<file path="src/hw/rtl/bcfd_pkg.sv">
package bcfd_pkg;

  // Frame body layout, counted from the CRC end of the frame
  localparam int unsigned BodyBits   = 43;
  localparam int unsigned CrcBits    = 6;
  localparam int unsigned CrcSpanBits = 37;  // ack down to warn
  localparam int unsigned PosBits    = 32;
  localparam int unsigned PosLsb     = 8;
  localparam int unsigned ErrBit     = 7;
  localparam int unsigned WarnBit    = 6;

  // CRC6: x^6 + x + 1, preset all ones, inverted at the end
  localparam logic [CrcBits-1:0] CrcPoly = 6'h03;
  localparam logic [CrcBits-1:0] CrcInit = 6'h3F;

  // Result beat width: 76 bits of fields padded to whole bytes
  localparam int unsigned ResultBits = 80;

  typedef struct packed {
    logic                 ack_bit;
    logic                 start_flag;
    logic                 cds_bit;
    logic [PosBits-1:0]   position;
    logic                 error_flag;
    logic                 warn_flag;
    logic [CrcBits-1:0]   crc_received;
    logic                 crc_good;
    logic [PosBits-1:0]   held_position;
  } result_t;

  // Bitwise CRC6 over the span, MSB first; unrolls to an XOR network
  function automatic logic [CrcBits-1:0] crc6(input logic [CrcSpanBits-1:0] span);
    logic [CrcBits-1:0] crc;
    logic               fb;
    crc = CrcInit;
    for (int i = CrcSpanBits - 1; i >= 0; i--) begin
      fb  = span[i] ^ crc[CrcBits-1];
      crc = {crc[CrcBits-2:0], 1'b0};
      if (fb) begin
        crc = crc ^ CrcPoly;
      end
    end
    return ~crc;
  endfunction

endpackage

</file>
<file path="src/hw/rtl/bcfd_assembler.sv">
module bcfd_assembler #(
  parameter int unsigned FRAME_BYTES = 6
) (
  input  logic                     clk_i,
  input  logic                     rst_ni,
  input  logic                     byte_valid_i,
  output logic                     byte_ready_o,
  input  logic [7:0]               byte_i,
  output logic                     frame_valid_o,
  input  logic                     frame_ready_i,
  output logic [8*FRAME_BYTES-1:0] frame_o
);

  localparam int unsigned FrameW  = 8 * FRAME_BYTES;
  localparam int unsigned CntW    = $clog2(FRAME_BYTES);
  localparam logic [CntW-1:0] LastCnt = CntW'(FRAME_BYTES - 1);

  logic [FrameW-1:0] frame_q, frame_d;
  logic [CntW-1:0]   cnt_q, cnt_d;
  logic              frm_valid_q, frm_valid_d;
  logic              accept;
  logic              last_byte;

  // A completed frame may be replaced in the same cycle it moves on
  assign byte_ready_o  = ~frm_valid_q | frame_ready_i;
  assign accept        = byte_valid_i & byte_ready_o;
  assign last_byte     = (cnt_q == LastCnt);
  assign frame_valid_o = frm_valid_q;
  assign frame_o       = frame_q;

  // Shift register and byte counter
  always_comb begin
    frame_d     = frame_q;
    cnt_d       = cnt_q;
    frm_valid_d = frm_valid_q & ~frame_ready_i;
    if (accept) begin
      frame_d = {frame_q[FrameW-9:0], byte_i};
      if (last_byte) begin
        cnt_d       = '0;
        frm_valid_d = 1'b1;
      end else begin
        cnt_d = cnt_q + 1'b1;
      end
    end
  end

  always_ff @(posedge clk_i or negedge rst_ni) begin
    if (!rst_ni) begin
      cnt_q       <= '0;
      frm_valid_q <= 1'b0;
    end else begin
      cnt_q       <= cnt_d;
      frm_valid_q <= frm_valid_d;
    end
  end

  // Frame bytes are all rewritten before a frame is flagged
  always_ff @(posedge clk_i) begin
    frame_q <= frame_d;
  end

endmodule

</file>
<file path="src/hw/rtl/bcfd_checker.sv">
module bcfd_checker #(
  parameter int unsigned FRAME_BYTES       = 6,
  parameter int unsigned FRAME_LENGTH_BITS = 43
) (
  input  logic                     clk_i,
  input  logic                     rst_ni,
  input  logic                     frame_valid_i,
  output logic                     frame_ready_o,
  input  logic [8*FRAME_BYTES-1:0] frame_i,
  output logic                     result_valid_o,
  input  logic                     result_ready_i,
  output bcfd_pkg::result_t        result_o
);

  localparam int unsigned FrameW = 8 * FRAME_BYTES;
  localparam int unsigned Drop   = FrameW - FRAME_LENGTH_BITS;

  logic [bcfd_pkg::BodyBits-1:0] body;
  logic [bcfd_pkg::PosBits-1:0]  pos;
  logic [bcfd_pkg::CrcBits-1:0]  crc_rx;
  logic                          good;
  logic                          load;

  bcfd_pkg::result_t             res_q, res_d;
  logic                          out_valid_q, out_valid_d;
  logic [bcfd_pkg::PosBits-1:0]  held_q, held_d;

  // Trailing bits are dropped; the body sits just above them
  assign body   = frame_i[Drop +: bcfd_pkg::BodyBits];
  assign pos    = body[bcfd_pkg::PosLsb +: bcfd_pkg::PosBits];
  assign crc_rx = body[bcfd_pkg::CrcBits-1:0];
  assign good   = (bcfd_pkg::crc6(body[bcfd_pkg::BodyBits-1:bcfd_pkg::CrcBits]) == crc_rx);

  assign frame_ready_o  = ~out_valid_q | result_ready_i;
  assign load           = frame_valid_i & frame_ready_o;
  assign result_valid_o = out_valid_q;
  assign result_o       = res_q;

  // Field extraction and held position
  always_comb begin
    held_d = held_q;
    if (load && good) begin
      held_d = pos;
    end
    res_d.ack_bit       = frame_i[FrameW-1];
    res_d.start_flag    = frame_i[FrameW-2];
    res_d.cds_bit       = frame_i[FrameW-3];
    res_d.position      = pos;
    res_d.error_flag    = body[bcfd_pkg::ErrBit];
    res_d.warn_flag     = body[bcfd_pkg::WarnBit];
    res_d.crc_received  = crc_rx;
    res_d.crc_good      = good;
    res_d.held_position = good ? pos : held_q;
    out_valid_d = load | (out_valid_q & ~result_ready_i);
  end

  always_ff @(posedge clk_i or negedge rst_ni) begin
    if (!rst_ni) begin
      out_valid_q <= 1'b0;
      held_q      <= '0;
    end else begin
      out_valid_q <= out_valid_d;
      held_q      <= held_d;
    end
  end

  // Result register loads only when a frame moves in
  always_ff @(posedge clk_i) begin
    if (load) begin
      res_q <= res_d;
    end
  end

endmodule

</file>
<file path="src/hw/rtl/biss_c_frame_decoder.sv">
// BiSS-C position frame decoder.
// Slave stream: one received encoder byte per beat, most significant byte
// of the frame first. Every FRAME_BYTES-th byte closes a frame; the
// trailing 8*FRAME_BYTES - FRAME_LENGTH_BITS bits are dropped.
// Master stream: one result beat per frame with the decoded fields, the
// CRC6 check (x^6 + x + 1, preset ones, inverted) and the position of the
// most recent frame with a good CRC, this frame included.
// Throughput: one byte per cycle while the result stream does not stall.
// The edge that takes the closing byte writes the frame register; CRC and
// extraction then feed the result register, which holds the result beat.
// Reset clears the byte counter, the held position and both valid flags;
// the next byte starts a new frame.
// When the receiver stalls, the result register holds its beat and one
// more completed frame waits in the frame register; s_axis_tready stays
// low while that frame cannot move on.
module biss_c_frame_decoder #(
  parameter int unsigned FRAME_BYTES       = 6,
  parameter int unsigned FRAME_LENGTH_BITS = 43
) (
  input  logic                                clk_i,
  input  logic                                rst_ni,
  input  logic                                s_axis_tvalid,
  output logic                                s_axis_tready,
  input  logic [7:0]                          s_axis_tdata,   // [7:0] rx_byte
  output logic                                m_axis_tvalid,
  input  logic                                m_axis_tready,
  // [0] ack_bit, [1] start_flag, [2] cds_bit, [34:3] position,
  // [35] error_flag, [36] warn_flag, [42:37] crc_received,
  // [43] crc_good, [75:44] held_position, [79:76] zero
  output logic [bcfd_pkg::ResultBits-1:0]     m_axis_tdata
);

  logic                     frame_valid;
  logic                     frame_ready;
  logic [8*FRAME_BYTES-1:0] frame;
  bcfd_pkg::result_t        res;

  bcfd_assembler #(
    .FRAME_BYTES (FRAME_BYTES)
  ) u_assembler (
    .clk_i         (clk_i),
    .rst_ni        (rst_ni),
    .byte_valid_i  (s_axis_tvalid),
    .byte_ready_o  (s_axis_tready),
    .byte_i        (s_axis_tdata),
    .frame_valid_o (frame_valid),
    .frame_ready_i (frame_ready),
    .frame_o       (frame)
  );

  bcfd_checker #(
    .FRAME_BYTES       (FRAME_BYTES),
    .FRAME_LENGTH_BITS (FRAME_LENGTH_BITS)
  ) u_checker (
    .clk_i          (clk_i),
    .rst_ni         (rst_ni),
    .frame_valid_i  (frame_valid),
    .frame_ready_o  (frame_ready),
    .frame_i        (frame),
    .result_valid_o (m_axis_tvalid),
    .result_ready_i (m_axis_tready),
    .result_o       (res)
  );

  // Pack result fields, first field lowest
  assign m_axis_tdata = {4'b0000, res.held_position, res.crc_good, res.crc_received,
                         res.warn_flag, res.error_flag, res.position,
                         res.cds_bit, res.start_flag, res.ack_bit};

  // A good frame reports its own position as the held one
  a_good_holds_pos : assert property (@(posedge clk_i) disable iff (!rst_ni)
    (m_axis_tvalid && m_axis_tdata[43]) |-> (m_axis_tdata[75:44] == m_axis_tdata[34:3]))
    else $error("held position differs from position of a good frame");

  // A blocked frame stays pending
  a_frame_kept : assert property (@(posedge clk_i) disable iff (!rst_ni)
    (frame_valid && !frame_ready) |=> frame_valid)
    else $error("pending frame lost while checker was busy");

  // No byte is taken while a pending frame cannot move on
  a_no_overrun : assert property (@(posedge clk_i) disable iff (!rst_ni)
    (frame_valid && !frame_ready) |-> !s_axis_tready)
    else $error("byte accepted over a blocked frame");

  // The checker only frees up when the result register drains
  a_ready_link : assert property (@(posedge clk_i) disable iff (!rst_ni)
    (m_axis_tvalid && !m_axis_tready) |-> !frame_ready)
    else $error("checker ready while result is stalled");

endmodule
</file>
<file path="config.mk">
export PLATFORM = sky130hd
export DESIGN_NAME = biss_c_frame_decoder
export DESIGN_NICKNAME = d
export VERILOG_FILES = /design/src/hw/rtl/bcfd_pkg.sv /design/src/hw/rtl/bcfd_assembler.sv /design/src/hw/rtl/bcfd_checker.sv /design/src/hw/rtl/biss_c_frame_decoder.sv
export SDC_FILE = /design/constraint.sdc
export NUM_CORES = 1
export LEC_CHECK = 0
export ABC_AREA = 1
export BUFFER_PORTS_ARGS = -buffer_cell sky130_fd_sc_hd__buf_4
export CAP_MARGIN = 20
export CORE_MARGIN = 2
export CORE_UTILIZATION = 55
export DETAILED_ROUTE_END_ITERATION = 12
export GPL_ROUTABILITY_DRIVEN = 0
export PLACE_DENSITY = 0.79
export SYNTH_ARGS = -nofsm -noshare
export SYNTH_HDL_FRONTEND = slang
export SYNTH_SLANG_ARGS = --single-unit
</file>
<file path="constraint.sdc">
create_clock -name clk_i -period 4.1 [get_ports clk_i]
set_input_delay 0.205 -clock clk_i [delete_from_list [all_inputs] [get_ports clk_i]]
set_output_delay 0.205 -clock clk_i [all_outputs]
set_load 0.05 [all_outputs]
</file>
; Yosys cells after proc, flatten, opt, wreduce, memory -nomap -nowiden
; Index checks and enable logic that the tools add are counted.
[totals]
out_inout_bits = 82
ff_bits = 161
inputBits = 12
[classes]
n_mux = 41
n_eq_ne = 2
addsub = 1
reduce_logical = 1
bitwise = 84
[ops]
columns = cell, count
row1 = 2-to-1 mux 2 bit, 37
row2 = NOT 2 bit, 36
row3 = 2-to-1 mux 32 bit, 1
row4 = XOR 1 bit, 32
row5 = == test 6 bit, 1
row6 = NOT 6 bit, 1
row7 = bitwise AND 1 bit, 4
row8 = NOT 1 bit, 4
row9 = "XOR 1 bit, second input constant", 4
row10 = "adder 3 x 1 -> 3 bit, second input constant", 1
row11 = "== test 3 bit, second input constant", 1
row12 = 2-to-1 mux 3 bit, 1
row13 = bitwise OR 1 bit, 3
row14 = 2-to-1 mux 1 bit, 2
row15 = logical AND 1 bit, 1

; Logic depth before layout (Yosys ltp)
[logic_depth]
word_depth = 76
ltp_mapped = 30

; Cells and area by module
; A second synthesis with hierarchy kept.
[unflattened]
hier_cells = 724
hier_area_um2 = 7279.5
[by_module_without_submodules]
columns = module, seq_area_each_um2, cells_each, n_inst, area_per_inst_um2
row1 = bcfd_checker, 3108.0, 646, 1, 5597.9
row2 = bcfd_assembler, 1541.5, 73, 1, 1647.8
row3 = biss_c_frame_decoder, 0.0, 5, 1, 33.8

; Worst setup path after synthesis
; OpenSTA, ideal clock, no wires.
[synth_timing]
path_kind = reg2reg
startpoint = reg u_checker.out_valid_q, in the netlist u_checker.result_valid_o
endpoint = reg u_checker.res_q, in the netlist u_checker.result_o[0], enable pin
arrival_ns = 3.313
path_stages_with_launch = 3
t_required_ns = 3.630
path_buffers = 1
setup_slack_ns = 0.317
path_cell_list = dfrtp_1 -> a21oi_1 -> clkbuf_1
[synth_between]
elab_chain_len = 3
[synth_lines]
columns = item, line
row1 = "start, declared", bcfd_checker.sv:25  ; logic out_valid_q, out_valid_d;
row2 = "start signal, assigned", bcfd_checker.sv:62  ; out_valid_q <= out_valid_d;
row3 = NOT 1 bit, bcfd_checker.sv:34  ; assign frame_ready_o = ~out_valid_q | result_ready_i;
row4 = bitwise OR 1 bit, bcfd_checker.sv:34
row5 = bitwise AND 1 bit, bcfd_checker.sv:35  ; assign load = frame_valid_i & frame_ready_o;
row6 = named net u_checker.load, bcfd_checker.sv:22  ; logic load;
row7 = "end signal, assigned", bcfd_checker.sv:70  ; res_q <= res_d;
row8 = "end, declared", bcfd_checker.sv:24  ; bcfd_pkg::result_t res_q, res_d;
; The timed path passes the listed nets, and every way through them passes these cells.
; A chain may end at the register's enable or synchronous reset.

; Final worst setup path
[layout_timing]
startpoint = reg u_assembler.frame_q[44], in the netlist u_assembler.frame_o[44]
endpoint = reg u_checker.held_q[12] (netlist name)
[layout_between]
elab_chain_len = 27
word_cells_on_any_way = 78
[layout_lines]
columns = item, line
row1 = "start, declared", bcfd_assembler.sv:18  ; logic [FrameW-1:0] frame_q, frame_d;
row2 = "start signal, assigned", bcfd_assembler.sv:59  ; frame_q <= frame_d;
row3 = XOR 1 bit *, bcfd_pkg.sv:37  ; fb = span[i] ^ crc[CrcBits-1];
row4 = 2-to-1 mux 2 bit *, bcfd_pkg.sv:39  ; if (fb) begin
row5 = NOT 2 bit (no source line), n/a
row6 = 2-to-1 mux 2 bit, bcfd_pkg.sv:39
row7 = XOR 1 bit, bcfd_pkg.sv:37
row8 = 2-to-1 mux 2 bit, bcfd_pkg.sv:39
row9 = NOT 2 bit (no source line), n/a
row10 = 2-to-1 mux 2 bit, bcfd_pkg.sv:39
row11 = (+11 left out), n/a
row12 = 2-to-1 mux 2 bit, bcfd_pkg.sv:39
row13 = XOR 1 bit, bcfd_pkg.sv:37
row14 = 2-to-1 mux 2 bit, bcfd_pkg.sv:39
row15 = NOT 2 bit (no source line), n/a
row16 = 2-to-1 mux 2 bit, bcfd_pkg.sv:39
row17 = NOT 6 bit *, bcfd_pkg.sv:43  ; return ~crc;
row18 = == test 6 bit *, bcfd_checker.sv:32  ; assign good = (bcfd_pkg::crc6(body[bcfd_pkg::BodyBits-1:bcfd_pkg::CrcBits]) == crc_rx);
row19 = logical AND 1 bit *, bcfd_checker.sv:42  ; if (load && good) begin
row20 = "end signal, assigned", bcfd_checker.sv:63  ; held_q <= held_d;
row21 = "end, declared", bcfd_checker.sv:26  ; logic [bcfd_pkg::PosBits-1:0] held_q, held_d;
; Mark *: on every way between the ends. The rest lies on a longest branch, timed or not.

==> impl_metrics.csv <==
group,metric,value,unit
status,run_status,"finished, final reports clean",
power,p_per_area,615,nW/um^2
logic_synthesis,synthCells,718,
worst_setup_path,path_common_cell,"nand2_1",
global_route,antenna_found_initial,0,
global_route,grt_max_degree,66,
logic_synthesis,synthDistinctLibCells,23,
layout,nFillCells,966,
hold_path,whs_endpoint,"u_checker.result_valid_o",
global_route,grt_usage,23.4,%
floorplan,num_rows,41,
detailed_routing,drc,0,
layout,final_common_cell,"nand2_1",
placement,dp_hpwl,10.7,mm
worst_setup_path,reg2regPathDepth,30,
sta,fmax,0.270,GHz
worst_setup_path,worstPathArrival,4010,ps
logic_synthesis,avgSynthCellArea,10.1,um^2
worst_setup_path,max_stage_delay,500,ps
sta,max-slew-margin-rel,37.6,%
worst_setup_path,worst_setup_path_end_kind,"flip-flop",
detailed_routing,wire_per_inst,15.7,um
worst_setup_path,criticalPathCategory,"flip-flop to flip-flop",
sta,setup_violations,0,
layout,fin_cells,1009,
sta,tightest_slew,934,ps
global_route,globalRouteOverflowTotal,0,
worst_setup_path,crit_slowest_cell,"edfxtp_1",
sta,fin_crit,3700,ps
sta,rsz0062_at_grt,"false",
detailed_routing,drt_iter0_drc,521,
power,seq_power_share,42.4,%
floorplan,die_x,119,um
detailed_routing,ant_nets,0,
sta,period_share,90.2,%
clocking,cts_root_buf,"clkbuf_16",
worst_setup_path,rrSetupSlack,400,ps
clocking,cts_buffer_depth,2,
sta,finalSetupTns,0,ps
layout,drive_gt1_share,24.3,%
sta,final_hold_viol_count,0,
layout,layout_common_cells,"nand2_1, edfxtp_1, buf_4, nand3_1, inv_1",
floorplan,core-area,12700,um^2
clocking,hold_buffers,9,
placement,portBuffers,89,
power,p_sw,1.92,mW
layout,num_antenna_cells,0,
logic_synthesis,synth_area,7230,um^2
worst_setup_path,worst-path-buf-inv,3,
clocking,clock_latency,430,ps
power,ir_worst_vdd,0.325,mV
worst_setup_path,crit_family,"simple AND/OR/NAND/NOR gates",
logic_synthesis,synthFlopType,"edfxtp_1",
hold_path,holdPathStages,4,
placement,dp.cells,967,
floorplan,design.die.area,14100,um^2
logic_synthesis,synth-seq-cells,161,
sta,hold_ws,72.2,ps
clocking,cts_made_buffers,17,
power,sw_frac_of_total,35.9,%
worst_setup_path,required,4410,ps
logic_synthesis,synth_edf_count,124,
clocking,cts.sinks,161,
detailed_routing,first_pass_iters,6,
global_route,grt_pass1_vias,5334,
logic_synthesis,synthArstFlopShare,23.0,%
global_route,grt_pass1_wl,25.6,mm
clocking,h-tree-depth,4,
hold_path,hold_path.class,"primary input to flip-flop",
floorplan,io_pins,94,
logic_synthesis,synth_seq_area_share,64.3,%
worst_setup_path,worstSetupStartpointType,"flip-flop",
clocking,clk_pin_slew_worst_paths,60,ps
clocking,post_cts_buffers,0,
worst_setup_path,rr_startpoint,"u_assembler.frame_o[44]",
clocking,post_cts_resized,0,
detailed_routing,vias,5486,
logic_synthesis,yosysWarnings,0,
floorplan,initial_core_util,56.8,%
hold_path,min_from,"m_axis_tready",
clocking,cts_tree,"done",
layout,areaGrowthSynthToFinish,20.4,%
detailed_routing,vias_per_cell,5.44,
power,leakagePower,4.02,nW
sta,drv_slew,0,
worst_setup_path,worst-path-max-fanout,33,
detailed_routing,routed_wl,15.8,mm
floorplan,dieHeight,119,um
sta,fin_skew,10.5,ps
power,clkPwrFrac,27.1,%
run,maxCapViolCount,0,
power,p_int,3.43,mW
power,combPwrFrac,30.4,%
layout,nets,836,
worst_setup_path,r2r_end,"u_checker.held_q[12]",
power,finalPower,5.35,mW
kinds of logic after synthesis:
| logic type | after synthesis | synth area share (%) |
|---|---|---|
| flops | 161 | 64.3 |
| other cells | 1 | 0.0519 |
| buf+inv | 95 | 5.94 |
| xor+xnor | 1 | 0.121 |
| simple gates | 424 | 25.9 |
| compound gates | 36 | 3.69 |
layout make-up:
| cell class | count | area (um^2) | share of cell area (%) |
|---|---|---|---|
| tap | 172 | 215 | 2.47 |
| sequential | 161 | 4650 | 53.4 |
| clock buffer | 21 | 450 | 5.18 |
| multi-input combinational | 465 | 2170 | 25.0 |
| inverter | 72 | 270 | 3.11 |
| clock inverter | 11 | 91.3 | 1.05 |
| timing repair buffer | 107 | 851 | 9.78 |
per-layer routing:
| metal | GRT usage [%] | share of wire (%) |
|---|---|---|
| met2 | 39.4 | 50 |
| met4 | 11.5 | 3.2 |
| met3 | 5.21 | 6.5 |
| met5 | 0 | 0 |
| met1 | 28.6 | 40 |
flip-flops by register name (all words and copies together) (netlist names):
| register | count |
|---|---|
| u_checker.result_o | 76 |
| u_assembler.frame_o | 48 |
| u_checker.held_q | 32 |
| u_assembler.cnt_q | 3 |
| u_assembler.frame_valid_o | 1 |
| u_checker.result_valid_o | 1 |
stage by stage:
step           setup slack, ps  area, um^2  utilization (%)
3_5_place_dp               504        8050             63.3
2_1_floorplan              317        7240                -
6_report                   403        8700             68.4
3_3_place_gp               638        8050             63.3
4_1_cts                    473        8680             68.2
5_1_grt                   64.5        8700             68.4
cell usage after synthesis, drive strengths merged, types with 3 or more instances:
library cell,instances,area share [%]
edfxtp,124,52
nand4,33,2.9
nor2,17,1.2
nand3b,3,0.31
nand3,72,5.1
inv,71,3.7
clkbuf,3,0.16
nand2,299,16
o21ai,32,3.4
buf,20,2.0
dfrtp,37,13
a21oi,4,0.28
how the worst max path moves through the flow:
stage / startpoint / endpoint / depth (start not counted)
CTS: u_assembler.frame_o[42] / u_checker.held_q[12] / 28
global route: u_assembler.frame_o[34] / u_checker.held_q[12] / 30
global placement: u_assembler.frame_o[42] / u_checker.held_q[22] / 28
detailed placement: u_assembler.frame_o[42] / u_checker.held_q[12] / 28
floorplan: u_checker.result_valid_o / u_checker.result_o[0] / 2
finish: u_assembler.frame_o[44] / u_checker.held_q[12] / 30
power groups by stage:
stage | sequential, mW | clock (mW) | combinational [mW]
4_1_cts | 2.27 | 1.48 | 1.61
5_1_grt | 2.30 | 1.54 | 1.77
6_report | 2.27 | 1.45 | 1.63
2_1_floorplan | 2.56 | 0 | 0.931
3_3_place_gp | 2.28 | 0 | 1.53
3_5_place_dp | 2.30 | 0 | 1.59
worst min-delay path, delay by kind of cell:
family,cells,cell delay [ps]
buf+inv,2,150
simple gates,2,100
Note: power is estimated with default switching activity, not from simulation.
